### src/sv/dasd_pkg.sv
// Shared types, constants and calendar functions for the date add/subtract block.
// Used by dasd_mod400, dasd_core and date_add_subtract_days; depends on nothing.
package dasd_pkg;

   localparam int YEAR_BITS          = 14;
   localparam int MONTH_BITS         = 4;
   localparam int DAY_BITS           = 5;
   localparam int DOY_BITS           = 9;
   localparam int COUNT_PORT_BITS    = 16;
   localparam int DAY_ACC_BITS       = COUNT_PORT_BITS + 7;
   localparam int MOD_BITS           = 9;

   localparam int DEFAULT_MAX_YEAR   = 9999;
   localparam int DEFAULT_COUNT_BITS = 16;
   localparam logic [YEAR_BITS-1:0] BASE_YEAR_RESET = YEAR_BITS'(1900);

   localparam logic [MOD_BITS-1:0] LEAP_CYCLE   = MOD_BITS'(400);
   localparam logic [MOD_BITS-1:0] CENTURY_1    = MOD_BITS'(100);
   localparam logic [MOD_BITS-1:0] CENTURY_2    = MOD_BITS'(200);
   localparam logic [MOD_BITS-1:0] CENTURY_3    = MOD_BITS'(300);
   localparam logic [MOD_BITS-1:0] CYCLE_LAST   = MOD_BITS'(399);

   localparam logic [MONTH_BITS-1:0] MONTH_JAN = MONTH_BITS'(1);
   localparam logic [MONTH_BITS-1:0] MONTH_FEB = MONTH_BITS'(2);
   localparam logic [MONTH_BITS-1:0] MONTH_DEC = MONTH_BITS'(12);
   localparam logic [DAY_BITS-1:0]   FEB_LEAP_DAYS = DAY_BITS'(29);
   localparam logic [DAY_BITS-1:0]   DEC_DAYS      = DAY_BITS'(31);
   localparam logic [DAY_BITS-1:0]   FIRST_DAY     = DAY_BITS'(1);

   typedef enum logic [2:0] {
      ST_IDLE,
      ST_MOD,
      ST_CHECK,
      ST_STEP,
      ST_DONE
   } state_type;

   typedef struct packed {
      logic [YEAR_BITS-1:0]  year;
      logic [MONTH_BITS-1:0] month;
      logic [DAY_BITS-1:0]   day;
      logic [DOY_BITS-1:0]   day_of_year;
      logic                  input_valid;
      logic                  range_error;
   } rsp_type;

   // Leap rule applied to the year reduced modulo 400.
   function automatic logic is_leap(input logic [MOD_BITS-1:0] r);
      return ((r[1:0] == 2'b00) && (r != CENTURY_1) && (r != CENTURY_2) &&
              (r != CENTURY_3));
   endfunction

   function automatic logic [DAY_BITS-1:0] days_in_month(input logic [MONTH_BITS-1:0] m,
                                                         input logic leap);
      logic [DAY_BITS-1:0] len;
      case (m)
         4'd1, 4'd3, 4'd5, 4'd7, 4'd8, 4'd10, 4'd12: len = DAY_BITS'(31);
         4'd4, 4'd6, 4'd9, 4'd11:                   len = DAY_BITS'(30);
         4'd2:    len = leap ? FEB_LEAP_DAYS : DAY_BITS'(28);
         default: len = '0;
      endcase
      return len;
   endfunction

   function automatic logic [DOY_BITS-1:0] days_before(input logic [MONTH_BITS-1:0] m,
                                                       input logic leap);
      logic [DOY_BITS-1:0] base;
      case (m)
         4'd2:    base = DOY_BITS'(31);
         4'd3:    base = DOY_BITS'(59);
         4'd4:    base = DOY_BITS'(90);
         4'd5:    base = DOY_BITS'(120);
         4'd6:    base = DOY_BITS'(151);
         4'd7:    base = DOY_BITS'(181);
         4'd8:    base = DOY_BITS'(212);
         4'd9:    base = DOY_BITS'(243);
         4'd10:   base = DOY_BITS'(273);
         4'd11:   base = DOY_BITS'(304);
         4'd12:   base = DOY_BITS'(334);
         default: base = '0;
      endcase
      if (leap && (m > MONTH_FEB) && (m <= MONTH_DEC)) begin
         base = base + DOY_BITS'(1);
      end
      return base;
   endfunction

endpackage

### src/sv/date_add_subtract_days.sv
// Top level of the Gregorian date add/subtract block: configuration register and core.
// Depends on dasd_pkg and instantiates dasd_core.
//
// A request is taken when start is high and busy is low; busy then stays high until the
// result has been formed. The block first reduces the year modulo 400 (one step per cycle,
// six steps for the default year range), then checks the date and, for a valid date, walks the
// shifted date one month per cycle through a single add-and-compare unit, and last forms
// the day of year. The result appears on the rsp_ ports for exactly one cycle, marked by
// rsp_valid, and the receiver cannot stall it. The base year register is to be written
// through the csr_ channel only while the block is idle; the block does not enforce this.
module date_add_subtract_days #(
   parameter int MAX_YEAR   = dasd_pkg::DEFAULT_MAX_YEAR,
   parameter int COUNT_BITS = dasd_pkg::DEFAULT_COUNT_BITS
) (
   input  logic                                 clock,
   input  logic                                 reset,
   input  logic                                 start,
   output logic                                 busy,
   input  logic                                 req_func,
   input  logic [dasd_pkg::YEAR_BITS-1:0]       req_year,
   input  logic [dasd_pkg::MONTH_BITS-1:0]      req_month,
   input  logic [dasd_pkg::DAY_BITS-1:0]        req_day,
   input  logic [dasd_pkg::COUNT_PORT_BITS-1:0] req_day_count,
   output logic                                 rsp_valid,
   output logic [dasd_pkg::YEAR_BITS-1:0]       rsp_out_year,
   output logic [dasd_pkg::MONTH_BITS-1:0]      rsp_out_month,
   output logic [dasd_pkg::DAY_BITS-1:0]        rsp_out_day,
   output logic [dasd_pkg::DOY_BITS-1:0]        rsp_out_day_of_year,
   output logic                                 rsp_input_valid,
   output logic                                 rsp_range_error,
   input  logic                                 csr_valid,
   output logic                                 csr_ready,
   input  logic [dasd_pkg::YEAR_BITS-1:0]       csr_base_year
);
   import dasd_pkg::*;

   localparam int YEAR_W = ($clog2(MAX_YEAR + 1) > YEAR_BITS) ?
                           $clog2(MAX_YEAR + 1) : YEAR_BITS;

   logic [YEAR_BITS-1:0] base_year_ff, base_year_in;
   rsp_type              rsp;

   assign csr_ready = 1'b1;

   always_comb begin
      base_year_in = base_year_ff;
      if (csr_valid && csr_ready) begin
         base_year_in = csr_base_year;
      end
   end

   always_ff @(posedge clock) begin
      if (reset) begin
         base_year_ff <= BASE_YEAR_RESET;
      end else begin
         base_year_ff <= base_year_in;
      end
   end

   dasd_core #(
      .MAX_YEAR  (MAX_YEAR),
      .COUNT_BITS(COUNT_BITS),
      .YEAR_W    (YEAR_W)
   ) u_core (
      .clock    (clock),
      .reset    (reset),
      .start    (start),
      .busy     (busy),
      .func     (req_func),
      .year     (req_year),
      .month    (req_month),
      .day      (req_day),
      .day_count(req_day_count),
      .base_year(base_year_ff),
      .rsp_valid(rsp_valid),
      .rsp      (rsp)
   );

   assign rsp_out_year        = rsp.year;
   assign rsp_out_month       = rsp.month;
   assign rsp_out_day         = rsp.day;
   assign rsp_out_day_of_year = rsp.day_of_year;
   assign rsp_input_valid     = rsp.input_valid;
   assign rsp_range_error     = rsp.range_error;

endmodule

### src/sv/dasd_mod400.sv
// Iterative reduction of a year modulo 400, one conditional subtraction per cycle.
// Depends on dasd_pkg.
module dasd_mod400 #(
   parameter int YEAR_W = dasd_pkg::YEAR_BITS
) (
   input  logic                          clock,
   input  logic                          reset,
   input  logic                          start,
   input  logic [YEAR_W-1:0]             year,
   output logic                          done,
   output logic [dasd_pkg::MOD_BITS-1:0] rem
);
   import dasd_pkg::*;

   localparam int STEPS  = YEAR_W - 8;
   localparam int STEP_W = $clog2(STEPS);

   logic              run_ff, run_in;
   logic              done_ff, done_in;
   logic [YEAR_W-1:0] rem_ff, rem_in;
   logic [STEP_W-1:0] step_ff, step_in;
   logic [YEAR_W:0]   divisor;

   always_comb begin
      divisor = (YEAR_W + 1)'(LEAP_CYCLE) << step_ff;
      run_in  = run_ff;
      done_in = 1'b0;
      rem_in  = rem_ff;
      step_in = step_ff;
      if (start) begin
         run_in  = 1'b1;
         rem_in  = year;
         step_in = STEP_W'(STEPS - 1);
      end else if (run_ff) begin
         if ({1'b0, rem_ff} >= divisor) begin
            rem_in = rem_ff - divisor[YEAR_W-1:0];
         end
         if (step_ff == '0) begin
            run_in  = 1'b0;
            done_in = 1'b1;
         end else begin
            step_in = step_ff - STEP_W'(1);
         end
      end
   end

   always_ff @(posedge clock) begin
      if (reset) begin
         run_ff  <= 1'b0;
         done_ff <= 1'b0;
      end else begin
         run_ff  <= run_in;
         done_ff <= done_in;
      end
      rem_ff  <= rem_in;
      step_ff <= step_in;
   end

   assign done = done_ff;
   assign rem  = rem_ff[MOD_BITS-1:0];

endmodule

### src/sv/dasd_core.sv
// Sequencer and month stepping datapath of the date add/subtract block.
// Depends on dasd_pkg and instantiates dasd_mod400.
module dasd_core #(
   parameter int MAX_YEAR   = dasd_pkg::DEFAULT_MAX_YEAR,
   parameter int COUNT_BITS = dasd_pkg::DEFAULT_COUNT_BITS,
   parameter int YEAR_W     = dasd_pkg::YEAR_BITS
) (
   input  logic                                 clock,
   input  logic                                 reset,
   input  logic                                 start,
   output logic                                 busy,
   input  logic                                 func,
   input  logic [dasd_pkg::YEAR_BITS-1:0]       year,
   input  logic [dasd_pkg::MONTH_BITS-1:0]      month,
   input  logic [dasd_pkg::DAY_BITS-1:0]        day,
   input  logic [dasd_pkg::COUNT_PORT_BITS-1:0] day_count,
   input  logic [dasd_pkg::YEAR_BITS-1:0]       base_year,
   output logic                                 rsp_valid,
   output dasd_pkg::rsp_type                    rsp
);
   import dasd_pkg::*;

   localparam logic [COUNT_PORT_BITS-1:0] CNT_MASK = (COUNT_BITS >= COUNT_PORT_BITS) ?
      {COUNT_PORT_BITS{1'b1}} : COUNT_PORT_BITS'((32'd1 << COUNT_BITS) - 32'd1);
   localparam logic [YEAR_W-1:0] MAX_Y = YEAR_W'(MAX_YEAR);

   state_type state_ff, state_in;

   logic                           func_ff, func_in;
   logic [YEAR_W-1:0]              y_ff, y_in;
   logic [MONTH_BITS-1:0]          m_ff, m_in;
   logic signed [DAY_ACC_BITS-1:0] dd_ff, dd_in;
   logic [COUNT_PORT_BITS-1:0]     cnt_ff, cnt_in;
   logic [MOD_BITS-1:0]            yr_ff, yr_in;
   logic                           valid_ff, valid_in;
   logic                           rerr_ff, rerr_in;
   logic                           rsp_valid_ff, rsp_valid_in;
   rsp_type                        rsp_ff, rsp_in;

   logic                           mod_start, mod_done;
   logic [MOD_BITS-1:0]            mod_rem;

   logic                           leap_cur, prev_leap;
   logic [DAY_BITS-1:0]            len_cur, prev_len, d_cur;
   logic [MOD_BITS-1:0]            yr_inc, yr_dec, prev_yr;
   logic [MONTH_BITS-1:0]          prev_m;
   logic [YEAR_W-1:0]              base_ext;
   logic signed [DAY_ACC_BITS-1:0] cnt_ext;
   logic                           add_more, sub_more, ovf_hit, unf_hit, date_ok;

   dasd_mod400 #(
      .YEAR_W(YEAR_W)
   ) u_mod400 (
      .clock(clock),
      .reset(reset),
      .start(mod_start),
      .year (YEAR_W'(year)),
      .done (mod_done),
      .rem  (mod_rem)
   );

   always_comb begin
      leap_cur  = is_leap(yr_ff);
      len_cur   = days_in_month(m_ff, leap_cur);
      d_cur     = dd_ff[DAY_BITS-1:0];
      yr_inc    = (yr_ff == CYCLE_LAST) ? '0 : yr_ff + MOD_BITS'(1);
      yr_dec    = (yr_ff == '0) ? CYCLE_LAST : yr_ff - MOD_BITS'(1);
      prev_m    = (m_ff == MONTH_JAN) ? MONTH_DEC : m_ff - MONTH_BITS'(1);
      prev_yr   = (m_ff == MONTH_JAN) ? yr_dec : yr_ff;
      prev_leap = is_leap(prev_yr);
      prev_len  = days_in_month(prev_m, prev_leap);
      base_ext  = YEAR_W'(base_year);
      cnt_ext   = $signed(DAY_ACC_BITS'(cnt_ff));
      add_more  = dd_ff > $signed(DAY_ACC_BITS'(len_cur));
      sub_more  = dd_ff < $signed(DAY_ACC_BITS'(1));
      ovf_hit   = add_more && (m_ff == MONTH_DEC) && (y_ff >= MAX_Y);
      unf_hit   = sub_more && (m_ff == MONTH_JAN) && (y_ff <= base_ext);
      date_ok   = (y_ff >= base_ext) && (y_ff <= MAX_Y) && (m_ff >= MONTH_JAN) &&
                  (m_ff <= MONTH_DEC) && (d_cur != '0) && (d_cur <= len_cur);
   end

   always_comb begin
      state_in = state_ff;
      unique case (state_ff)
         ST_IDLE:  if (start) state_in = ST_MOD;
         ST_MOD:   if (mod_done) state_in = ST_CHECK;
         ST_CHECK: state_in = date_ok ? ST_STEP : ST_DONE;
         ST_STEP: begin
            if (func_ff ? (!sub_more || unf_hit) : (!add_more || ovf_hit)) begin
               state_in = ST_DONE;
            end
         end
         ST_DONE:  state_in = ST_IDLE;
         default:  state_in = ST_IDLE;
      endcase
   end

   always_comb begin
      mod_start    = (state_ff == ST_IDLE) && start;
      busy         = (state_ff != ST_IDLE);
      rsp_valid_in = (state_ff == ST_DONE);
   end

   always_comb begin
      func_in  = func_ff;
      y_in     = y_ff;
      m_in     = m_ff;
      dd_in    = dd_ff;
      cnt_in   = cnt_ff;
      yr_in    = yr_ff;
      valid_in = valid_ff;
      rerr_in  = rerr_ff;
      rsp_in   = rsp_ff;
      unique case (state_ff)
         ST_IDLE: begin
            if (start) begin
               func_in = func;
               y_in    = YEAR_W'(year);
               m_in    = month;
               dd_in   = $signed(DAY_ACC_BITS'(day));
               cnt_in  = day_count & CNT_MASK;
            end
         end
         ST_MOD: begin
            if (mod_done) begin
               yr_in = mod_rem;
            end
         end
         ST_CHECK: begin
            valid_in = date_ok;
            rerr_in  = 1'b0;
            if (date_ok) begin
               dd_in = func_ff ? dd_ff - cnt_ext : dd_ff + cnt_ext;
            end
         end
         ST_STEP: begin
            if (!func_ff) begin
               if (ovf_hit) begin
                  rerr_in = 1'b1;
                  y_in    = MAX_Y;
                  m_in    = MONTH_DEC;
                  dd_in   = $signed(DAY_ACC_BITS'(DEC_DAYS));
               end else if (add_more) begin
                  dd_in = dd_ff - $signed(DAY_ACC_BITS'(len_cur));
                  if (m_ff == MONTH_DEC) begin
                     m_in  = MONTH_JAN;
                     y_in  = y_ff + YEAR_W'(1);
                     yr_in = yr_inc;
                  end else begin
                     m_in = m_ff + MONTH_BITS'(1);
                  end
               end
            end else begin
               if (unf_hit) begin
                  rerr_in = 1'b1;
                  y_in    = base_ext;
                  m_in    = MONTH_JAN;
                  dd_in   = $signed(DAY_ACC_BITS'(FIRST_DAY));
               end else if (sub_more) begin
                  m_in  = prev_m;
                  y_in  = (m_ff == MONTH_JAN) ? y_ff - YEAR_W'(1) : y_ff;
                  yr_in = prev_yr;
                  dd_in = dd_ff + $signed(DAY_ACC_BITS'(prev_len));
               end
            end
         end
         ST_DONE: begin
            rsp_in.year        = y_ff[YEAR_BITS-1:0];
            rsp_in.month       = m_ff;
            rsp_in.day         = d_cur;
            rsp_in.day_of_year = valid_ff ?
               DOY_BITS'(d_cur) + days_before(m_ff, leap_cur) : '0;
            rsp_in.input_valid = valid_ff;
            rsp_in.range_error = rerr_ff;
         end
         default: begin
            rsp_in = rsp_ff;
         end
      endcase
   end

   always_ff @(posedge clock) begin
      if (reset) begin
         state_ff     <= ST_IDLE;
         rsp_valid_ff <= 1'b0;
      end else begin
         state_ff     <= state_in;
         rsp_valid_ff <= rsp_valid_in;
      end
      func_ff  <= func_in;
      y_ff     <= y_in;
      m_ff     <= m_in;
      dd_ff    <= dd_in;
      cnt_ff   <= cnt_in;
      yr_ff    <= yr_in;
      valid_ff <= valid_in;
      rerr_ff  <= rerr_in;
      rsp_ff   <= rsp_in;
   end

   assign rsp_valid = rsp_valid_ff;
   assign rsp       = rsp_ff;

   a_strobe_single: assert property (@(posedge clock) disable iff (reset)
      rsp_valid_ff |=> !rsp_valid_ff)
      else $error("result strobe held for more than one cycle");

   a_step_month: assert property (@(posedge clock) disable iff (reset)
      (state_ff == ST_STEP) |-> ((m_ff >= MONTH_JAN) && (m_ff <= MONTH_DEC)))
      else $error("month left its range while stepping");

   a_step_year: assert property (@(posedge clock) disable iff (reset)
      (state_ff == ST_STEP) |-> (y_ff <= MAX_Y))
      else $error("year passed the upper limit while stepping");

   a_rerr_valid: assert property (@(posedge clock) disable iff (reset)
      (rsp_valid_ff && rsp_ff.range_error) |-> rsp_ff.input_valid)
      else $error("range error flagged on an invalid input date");

   a_valid_day: assert property (@(posedge clock) disable iff (reset)
      (rsp_valid_ff && rsp_ff.input_valid) |->
         ((rsp_ff.day != '0) && (rsp_ff.day_of_year != '0)))
      else $error("valid result carries a zero day");

endmodule
### config.mk
export PLATFORM = sky130hd
export DESIGN_NAME = date_add_subtract_days
export DESIGN_NICKNAME = d
export VERILOG_FILES = /design/src/sv/dasd_pkg.sv /design/src/sv/date_add_subtract_days.sv /design/src/sv/dasd_mod400.sv /design/src/sv/dasd_core.sv
export SDC_FILE = /design/constraint.sdc
export NUM_CORES = 1
export LEC_CHECK = 0
export ABC_AREA = 1
export BUFFER_PORTS_ARGS = -buffer_cell sky130_fd_sc_hd__buf_4
export CORE_AREA = 8 8 165 167
export DETAILED_ROUTE_END_ITERATION = 8
export DIE_AREA = 0 0 173 175
export HOLD_SLACK_MARGIN = 0.1
export PLACE_DENSITY_LB_ADDON = 0.2
export SYNTH_ARGS = -nofsm -noshare
export SYNTH_HDL_FRONTEND = slang
export SYNTH_SLANG_ARGS = --single-unit
export TNS_END_PERCENT = 20
### constraint.sdc
create_clock -name clock -period 5.8 [get_ports clock]
set_input_delay 0 -clock clock [delete_from_list [all_inputs] [get_ports clock]]
set_output_delay 0 -clock clock [all_outputs]
set_load 0.02 [all_outputs]
== After elaboration in Yosys (flattened, before gate mapping) ==
Memory sizes are Yosys's and may differ from the RTL's. A register that Yosys moved wholly into a read port is not among the register bits.
Index checks and enable logic that the tools add are counted.

* Output and inout bits: 37
* Bits of input ports: 58
* Word-level logic and storage cells: 212
* Bits in registers: 140
* ROM bits: 144
* Memories: 1

* Reduce and logical (&&, ||, !) cells: 49
* Order comparisons: 11
* Shifts and indexed selects: 1
* Bitwise logic cells: 2
* Equal/unequal tests: 50
* Add/subtract/negate cells: 14
* Multiplexer cells: 63

{| class="wikitable"
|+ Memories
! memory !! words !! width !! rd ports !! clocked after memory_dff !! wr ports !! RTL line !! text
|-
| (name not given) || 16 || 9 || 1 || 1 || 0 || dasd_pkg.sv:68 || <nowiki>case (m)</nowiki>
|}

{| class="wikitable"
|+ Operators by type and width
! cell !! count
|-
| 2-to-1 mux 23 bit || 8
|-
| 2-to-1 mux 14 bit || 11
|-
| 2-to-1 mux 9 bit || 13
|-
| one-hot mux 23 bit (3 select lines) || 1
|-
| equality test 4 bit (second input constant) || 10
|-
| 2-to-1 mux 4 bit || 9
|-
| equality test 4 x 3 -> 1 bit (second input constant) || 8
|-
| one-hot mux 5 bit (3 select lines) || 2
|-
| one-hot mux 14 bit (2 select lines) || 1
|-
| adder 23 x 17 -> 23 bit || 1
|-
| adder 23 x 6 -> 23 bit || 1
|-
| greater-than comparator 23 x 6 -> 1 bit || 1
|-
| < comparator 23 x 2 -> 1 bit (second input constant) || 1
|-
| subtractor 23 x 17 -> 23 bit || 1
|-
| subtractor 23 x 6 -> 23 bit || 1
|-
| adder 9 x 1 -> 9 bit (second input constant) || 2
|-
| logical AND 1 bit || 18
|-
| inequality test 9 x 7 -> 1 bit (second input constant) || 2
|-
| inequality test 9 x 8 -> 1 bit (second input constant) || 2
|-
| inequality test 9 bit (second input constant) || 2
|-
| one-hot mux 9 bit (2 select lines) || 1
|-
| equality test 4 x 2 -> 1 bit (second input constant) || 4
|-
| greater-or-equal comparator 14 x 15 -> 1 bit || 1
|-
| left shift 9 x 3 -> 15 bit (first input constant) || 1
|-
| other kinds (51) || 88
|}

== Depth between registers and ports, before layout ==
Gate-level depths: netlist of run 1.

* Word-level depth: 14
* Mapped depth: 31
* Depth with buffers taken out: 30

== Hierarchy ==
From an unflattened synthesis of run 1, not the netlist that was laid out.

* Cell total of the unflattened synthesis: 1689
* Area total of the unflattened synthesis: 12384.4 sq um

{| class="wikitable"
|+ By module, submodules not included
! module !! cells each !! times used !! area an instance (sq um) !! sequential area each (sq um)
|-
| dasd_core || 1391 || 1 || 10279.9 || 3353.2
|-
| dasd_mod400 || 221 || 1 || 1556.5 || 520.5
|-
| date_add_subtract_days || 77 || 1 || 548.0 || 280.3
|}

== Worst setup path before layout of run 1 ==
Ideal clock, no wire load.

* Path type: register to register
* From: register u_core.m_ff[0]
* To: register u_core.dd_ff[0] (enable)
* Required time: 5361 ps
* Buffers on the path: 0
* Period minus slack after synthesis: 4946 ps
* Library setup time: 439 ps
* Slack: 854 ps
* Arrival: 4507 ps
* Stages on the path, launching flop included: 16
* Cell sequence: edfxtp_1 > inv_1 > ha_1 > nand3_1 > o221ai_1 > nor2_1 > inv_1 > nor2_1 > ha_1 > or2_2 > and2_1 > a21oi_1 > o21ai_1 > a21oi_2 > nor2_1 > a211oi_1

* Elaborated cells on any way between the ends: 31
* Classes of those cells: 4 x order compare; 15 x eq/ne; 1 x mux; 11 x reduce/logical

{| class="wikitable"
|+ RTL lines
! what !! RTL line !! text
|-
| start: declaration || dasd_core.sv:31 || <nowiki>logic [MONTH_BITS-1:0] m_ff, m_in;</nowiki>
|-
| start signal: assignment || dasd_core.sv:192 || <nowiki>m_ff <= m_in;</nowiki>
|-
| equality test 4 x 2 -> 1 bit, or another cell as far along || dasd_pkg.sv:56 || <nowiki>case (m)</nowiki>
|-
| OR reduction 7 bit, or another cell as far along || dasd_pkg.sv:56 ||
|-
| one-hot mux 5 bit (3 select lines) / logical AND 1 bit (equally long branches) || dasd_pkg.sv:56, dasd_core.sv:78 ||
|-
| less-or-equal comparator 5 bit / logical AND 1 bit (equally long branches) || dasd_core.sv:79 || <nowiki>(m_ff <= MONTH_DEC) && (d_cur != '0) && (d_cur <= len_cur);</nowiki>
|-
| logical AND 1 bit * || dasd_core.sv:79 ||
|-
| via u_core.date_ok || dasd_core.sv:49 || <nowiki>logic add_more, sub_more, ovf_hit, unf_hit, date_ok;</nowiki>
|-
| inequality test 2 x 1 -> 1 bit (no line) * || - ||
|-
| AND reduction 5 bit (no line) * || - ||
|-
| end signal: assignment || dasd_core.sv:193 || <nowiki>dd_ff <= dd_in;</nowiki>
|-
| end: declaration || dasd_core.sv:32 || <nowiki>logic signed [DAY_ACC_BITS-1:0] dd_ff, dd_in;</nowiki>
|}

The timed path passes the listed nets; every way through them passes the cells marked *.
A chain may end at the register's enable or synchronous reset.

== Worst setup path after layout of run 1 ==
* From: register u_core.m_ff[1]
* To: register u_core.dd_ff[16] (data pin)

* Longest elaborated chain between the ends: 13
* Elaborated cells on any way between the ends: 54
* Classes of those cells: 3 x add/sub; 1 x order compare; 27 x eq/ne; 11 x mux; 12 x reduce/logical

{| class="wikitable"
|+ RTL lines
! what !! RTL line !! text
|-
| parallel branches: the longest is 11 deep, another holds adder 23 x 6 -> 23 bit || - ||
|-
| 2-to-1 mux 23 bit * || dasd_core.sv:137 || <nowiki>if (!func_ff) begin</nowiki>
|-
| one-hot mux 23 bit (3 select lines) * || dasd_core.sv:114 || <nowiki>unique case (state_ff)</nowiki>
|}

Every way passes the cells marked *. The select of a mux whose other input is x is not followed.

==> flow_metrics.py, run 1 <==
metrics = {
    "run_status": {
        "status": "complete, no violations",
    },
    "global_routing": {
        "antenna_found_initial": 1,
        "grt_pass1_wl_um": 58100,
        "grt_pass1_vias": 11000,
        "grt.total_usage": 0.238,
        "overflow": 0,
        "grt_max_degree": 35,
    },
    "routing": {
        "dr.pass1.iters": 5,
        "viasPerCell": 5.58,
        "wl_per_cell_um": 17.8,
        "totalWireLength_um": 36700,
        "final_antenna_net_count": 0,
        "drc": 0,
        "vias": 11500,
        "drt_iter0_drc": 1028,
    },
    "setup_path": {
        "cp_top_family": "simple AND/OR/NAND/NOR gates",
        "slowest_delay_ps": 510,
        "reg2regPathDepth": 26,
        "arrival_ps": 4670,
        "cp_common_cell": "nand2_1",
        "critPathMaxFanout": 11,
        "cp-end-kind": "register",
        "timing.rr.end": "u_core.dd_ff[16]$_SDFFCE_PP0P_",
        "crit_required_ps": 5970,
        "rrSetupSlack_ps": 1290,
        "startpoint_type": "register",
        "crit_type": "register to register",
        "worst_path_max_delay_cell": "edfxtp_1",
        "rr_startpoint": "u_core.m_ff[1]$_DFFE_PN_",
        "cp.buffers_inverters": 3,
    },
    "logic_synthesis": {
        "synth_cell_types": 67,
        "synth_compound_area_frac": 0.158,
        "synthCells": 1565,
        "async_flop_share": 0,
        "synth_seq_area_share": 0.345,
        "ys.flop_type": "edfxtp_1",
        "synth_edf_count": 117,
        "syn_area_per_cell_sq_um": 7.70,
        "syn_nets": 1714,
        "synth_simple_gate_area_frac": 0.263,
        "ys_ff_latch": 149,
        "netlist_area_sq_um": 12100,
        "synth_top_family_by_area": "simple AND/OR/NAND/NOR gates",
        "synth-xor-area-share": 0.0530,
        "yosysWarnings": 0,
        "synthAdderAreaFrac": 0.0970,
        "yosys-mux-area-fraction": 0.00176,
    },
    "floorplanning": {
        "coreArea_sq_um": 24700,
        "row_count": 58,
        "die_w_um": 173,
        "die_y_um": 175,
        "ioPinCount": 95,
        "dieArea_sq_um": 30300,
        "start_util": 0.488,
    },
    "sta": {
        "rsz0062_at_grt": "no",
        "timing.final.ws_setup_ps": 1290,
        "period_share": 0.777,
        "finalSetupViolCount": 0,
        "relSlewSlack": 0.340,
        "slew_violations": 0,
        "whs_ps": 167,
        "final-hold-violation-count": 0,
        "timing.fmax_mhz": 222,
        "setup_tns_ps": 0,
        "period_minus_slack_ps": 4510,
        "fin_skew_ps": 17.7,
        "tightest_slew_ps": 980,
    },
    "finish": {
        "fin_util": 0.582,
        "stdcell_area_sq_um": 14400,
        "drive_above_1_share": 0.135,
        "fin_nets": 1867,
        "syn2layout_area_growth_pct": 19.1,
        "final_cells": 2062,
    },
    "clock_tree": {
        "cts_resized": 0,
        "cts_setup_buffers": 0,
        "clockBufferDepth": 2,
        "clock-root-buffer": "clkbuf_16",
        "cts.hold.buffers_added": 71,
        "insertion_delay_ps": 440,
        "cts_tree": "yes",
        "cts_buffers": 17,
        "cts-htree-levels": 4,
        "clock-sinks": 149,
        "path_clk_slew_ps": 70,
    },
    "power": {
        "power_density_nw_per_um2": 565,
        "p_leak_nw": 6.37,
        "p_total_mw": 8.10,
        "peakVddDrop_mv": 0.365,
    },
    "placement": {
        "placed_cell_area_sq_um": 13000,
        "dp_hpwl_um": 27300,
        "gp_congestion": 0.925,
        "port_buffers": 93,
        "dp_slack_ps": 1320,
        "dp.cells": 1958,
    },
    "hold_path": {
        "hp-start": "csr_valid",
        "hold_path_depth": 3,
        "hold_class": "input port to register",
        "min_to": "base_year_ff[12]$_SDFFE_PP0P_",
    },
    "flow_run": {
        "max_cap_violations": 0,
    },
}
[cells by family after synthesis]
family | count (synthesis)
compound gates | 318
flops | 149
buf+inv | 241
other cells | 1
mux | 2
xor+xnor | 73
simple gates | 690
fa+ha+maj | 91
[worst max-delay path by stage]
stage                                   from                        endpoint  cells past startpoint
floorplan           u_core.m_ff[0]$_DFFE_PN_       u_core.dd_ff[0]$_DFFE_PP_                     15
global placement    u_core.m_ff[0]$_DFFE_PN_  u_core.dd_ff[13]$_SDFFCE_PP0P_                     16
detailed placement  u_core.m_ff[1]$_DFFE_PN_  u_core.dd_ff[16]$_SDFFCE_PP0P_                     28
CTS                 u_core.m_ff[1]$_DFFE_PN_  u_core.dd_ff[16]$_SDFFCE_PP0P_                     28
global route        u_core.m_ff[1]$_DFFE_PN_  u_core.dd_ff[16]$_SDFFCE_PP0P_                     30
finish              u_core.m_ff[1]$_DFFE_PN_  u_core.dd_ff[16]$_SDFFCE_PP0P_                     26
[where the power goes]
part | internal (mW) | total (mW) | switching [mW] | leakage (nW)
registers | 1.69 | 2.19 | 0.502 | 1.37
clock network | 0.693 | 1.20 | 0.509 | 0.298
logic | 1.66 | 4.71 | 3.06 | 4.70
total | 4.04 | 8.10 | 4.07 | 6.37
[cells in the mapped netlist (all sizes together), types with 2 or more instances]
| cell type | instances | area share |
|---|---|---|
| nand4 | 22 | 0.011 |
| o21bai | 4 | 0.0025 |
| xnor2 | 10 | 0.0073 |
| fa | 4 | 0.0066 |
| o311ai | 3 | 0.0022 |
| o21ai | 122 | 0.051 |
| dfxtp | 32 | 0.053 |
| edfxtp | 117 | 0.29 |
| o211ai | 33 | 0.023 |
| xor2 | 63 | 0.046 |
| or2 | 19 | 0.0099 |
| a21oi | 106 | 0.046 |
| a31o | 2 | 0.0015 |
| ha | 87 | 0.090 |
| nor2 | 175 | 0.065 |
| nor4 | 10 | 0.0052 |
| inv | 204 | 0.064 |
| clkbuf | 17 | 0.0053 |
| a32oi | 3 | 0.0022 |
| buf | 19 | 0.012 |
| a31oi | 9 | 0.0047 |
| o31ai | 2 | 0.0012 |
| a21o | 6 | 0.0037 |
| o221ai | 13 | 0.0094 |
| nand2 | 323 | 0.11 |
| nor3 | 35 | 0.016 |
| a21boi | 2 | 0.0016 |
| nand3 | 96 | 0.044 |
| and2 | 2 | 0.0010 |
| o22ai | 3 | 0.0016 |
| nand3b | 7 | 0.0047 |
[sequential cells by signal, indices dropped and copies added, names as in the netlist, 3 cells and up, named ones only]
signal,count
base_year_ff,14
u_core.cnt_ff,16
u_core.dd_ff,23
u_core.m_ff,4
u_core.rsp,34
u_core.state_ff,3
u_core.u_mod400.rem_ff,14
u_core.u_mod400.step_ff,3
u_core.y_ff,14
u_core.yr_ff,9
[final cells by class]
class / instances / area [sq um]
clock inverter: 14 / 191
sequential: 149 / 4150
inverter: 205 / 774
multi-input combinational: 1175 / 6930
timing repair buffer: 170 / 1450
clock buffer: 18 / 429
fill: 2262 / 10300
tap: 330 / 413
antenna: 1 / 2.50
[placed cells by master, fill, tap and decap left out, drive strengths merged, types with 2 or more instances in the layout]
master       instances
nand3               96
o22ai                3
o221ai              13
a31o                 2
nor3                35
edfxtp             117
nand3b               7
nand2              323
o31ai                2
xnor2               10
a21boi               2
ha                  87
a21o                 6
a21oi              106
o21bai               4
or2                 19
nand4               22
clkbuf              18
o211ai              33
o311ai               3
dfxtp               32
fa                   4
xor2                63
nor2               175
inv                211
and2                 2
buf                 99
o21ai              122
bufinv               3
a32oi                3
clkinv               3
dlygate4sd3         71
nor4                10
clkinvlp             2
a31oi                9
[tightest hold or removal path, stage by stage]
cell	delay [ps]
buf_4	180
inv_1	210
a21oi_1	170
[per-layer routing]
layer	track usage	up-vias	routed length, um
met1	0.305	5419	16400
met3	0.0345	61	2040
met2	0.405	401	17500
met4	0.0780	0	820
li1	-	5630	-
met5	0	-	0
Note: power is estimated with default switching activity, not from simulation.
==> run 2, diff against run 1 <==
Clock period 5.8 ns to 3.87 ns, I/O delays scaled along.
==> flow_metrics.py, run 2 (synthesized netlist as in run 1, its figures left out) <==
metrics = {
    "finish": {
        "fill_cells": 2134,
        "drive_above_1_share": 0.202,
        "largest_reg_flops": 34,
        "stdcell_area_sq_um": 15200,
        "syn2layout_area_growth_pct": 26.4,
        "final_cell_mix": "nand2_1 (297), inv_1 (179), buf_4 (173)",
        "fin_nets": 1944,
        "antennaDiodeCount": 0,
        "final_common_cell": "nand2_1",
    },
    "sta": {
        "setup_tns_ps": 0,
        "final-hold-violation-count": 0,
        "slew_violations": 0,
        "relSlewSlack": 0.520,
        "rsz0062_at_grt": "yes",
        "finalSetupViolCount": 0,
        "fin_skew_ps": 15.9,
        "timing.fmax_mhz": 267,
        "period_share": 0.967,
        "period_minus_slack_ps": 3740,
        "tightest_slew_ps": 719,
    },
    "clock_tree": {
        "cts_tree": "yes",
        "cts_buffers": 17,
        "insertion_delay_ps": 440,
        "clock-sinks": 149,
        "clockBufferDepth": 2,
        "cts-htree-levels": 4,
        "clock-root-buffer": "clkbuf_16",
        "path_clk_slew_ps": 70,
    },
    "global_routing": {
        "overflow": 0,
        "grt_max_degree": 35,
        "grt.total_usage": 0.240,
        "antenna_found_initial": 0,
        "grt_pass1_vias": 11300,
        "grt_pass1_wl_um": 58800,
    },
    "power": {
        "p_leak_nw": 6.79,
        "p_switching_mw": 6.41,
        "internal-power_mw": 6.55,
        "p_seq_frac": 0.249,
        "p_comb_frac": 0.624,
        "peakVddDrop_mv": 0.520,
        "clkPwrFrac": 0.127,
        "p_sw_frac": 0.494,
        "power_density_nw_per_um2": 851,
    },
    "placement": {
        "port_buffers": 93,
        "gp_congestion": 0.918,
        "placed_cell_area_sq_um": 13500,
        "dp_hpwl_um": 28000,
    },
    "setup_path": {
        "crit_type": "register to register",
        "path_depth": 28,
        "critPathMaxFanout": 8,
        "arrival_ps": 4080,
        "cp.buffers_inverters": 6,
        "crit_required_ps": 4200,
        "rrSetupSlack_ps": 130,
        "startpoint_type": "register",
        "cp-end-kind": "register",
        "reg2regPathDepth": 28,
        "rr_startpoint": "u_core.m_ff[0]$_DFFE_PN_",
        "slowest_delay_ps": 440,
        "cp_common_cell": "nand2_1",
        "crit_start": "u_core.m_ff[0]$_DFFE_PN_",
        "worst_path_max_delay_cell": "edfxtp_1",
        "cp_top_family": "simple AND/OR/NAND/NOR gates",
    },
    "routing": {
        "wl_per_cell_um": 17.5,
        "totalWireLength_um": 37400,
        "drc": 0,
        "dr.pass1.iters": 6,
        "final_antenna_net_count": 0,
        "vias": 11800,
        "viasPerCell": 5.50,
        "drt_iter0_drc": 1023,
    },
    "floorplanning": {
        "start_util": 0.488,
        "ioPinCount": 95,
        "die_w_um": 173,
        "dieArea_sq_um": 30300,
        "row_count": 58,
        "coreArea_sq_um": 24700,
        "die_y_um": 175,
    },
    "run_status": {
        "status": "complete, no violations",
    },
    "flow_run": {
        "max_cap_violations": 0,
    },
    "hold_path": {
        "hold_class": "input port to register",
    },
}
[run 2: cell types whose count changed in the layout (fill, tap and decap cells not counted), sizes merged]
cell      before  now
clkinv         3    6
diode          1    0
inv          211  212
buf           99  176
clkinvlp       2    1
bufinv         3    0
[run 2: worst min-delay path by stage]
stage / startpoint / endpoint / slack (ps) / cells past startpoint
after global routing: csr_valid / base_year_ff[12]$_SDFFE_PP0P_ / 200 / 3
after floorplan: req_day_count[0] / u_core.cnt_ff[0]$_DFFE_PP_ / 100 / 0
after detailed placement: req_day_count[14] / u_core.cnt_ff[14]$_DFFE_PP_ / 180 / 1
after global placement: req_day_count[15] / u_core.cnt_ff[15]$_DFFE_PP_ / 180 / 1
final: csr_valid / base_year_ff[12]$_SDFFE_PP0P_ / 170 / 3
after CTS: csr_valid / base_year_ff[12]$_SDFFE_PP0P_ / 140 / 3
[run 2: through the flow]
stage / utilization / worst slack [ps] / instances / total power [mW] / hold slack [ps]
after global routing: 0.617 / -136 / 2138 / 14.0 / 205
after global placement: 0.546 / 55.3 / 2013 / 10.5 / 179
after CTS: 0.600 / 10.0 / 2117 / 12.4 / 143
after detailed placement: 0.546 / -42.0 / 2013 / 10.6 / 180
after floorplan: - / -110 / 1565 / 8.38 / 98.9
final: 0.617 / 127 / 2138 / 13.0 / 166
[run 2: power by group through the flow]
stage                     registers [mW]  logic, mW  clock network (mW)
after global routing                3.29       8.98                1.72
after detailed placement            3.21       7.38                   0
after CTS                           3.18       7.52                1.65
after global placement              3.20       7.30                   0
after floorplan                     2.95       5.42                   0
final                               3.23       8.09                1.64
[run 2: per-layer routing]
layer | GRT usage | part of all wire | up-vias
li1 | - | - | 5785
met1 | 0.307 | 0.43 | 5443
met2 | 0.409 | 0.47 | 472
met3 | 0.0348 | 0.073 | 68
met4 | 0.0816 | 0.027 | 0
met5 | 0 | 0 | -
[run 2: final cells by class]
type                    count  area (sq um)  area share
well taps                 330           413      0.0271
clock inverters            14           113     0.00739
multi-input cells        1175          7250       0.476
inverters                 205           777      0.0510
repair buffers            247          2070       0.136
flip-flops and latches    149          4150       0.273
clock buffers              18           450      0.0296
[run 2: tightest hold or removal path, stage by stage]
cell	delay, ps
buf_4	180
inv_1	210
a21oi_1	170
[run 2: repair_timing]
item | 4_1_cts | 5_1_grt
endpoints found under the hold margin | 76 | 0
hold buffers | 71 | 0
setup endpoints to repair | 4 | 91
pin swaps | 6 | 30
setup buffers | 1 | 21
resized for setup | 15 | 64
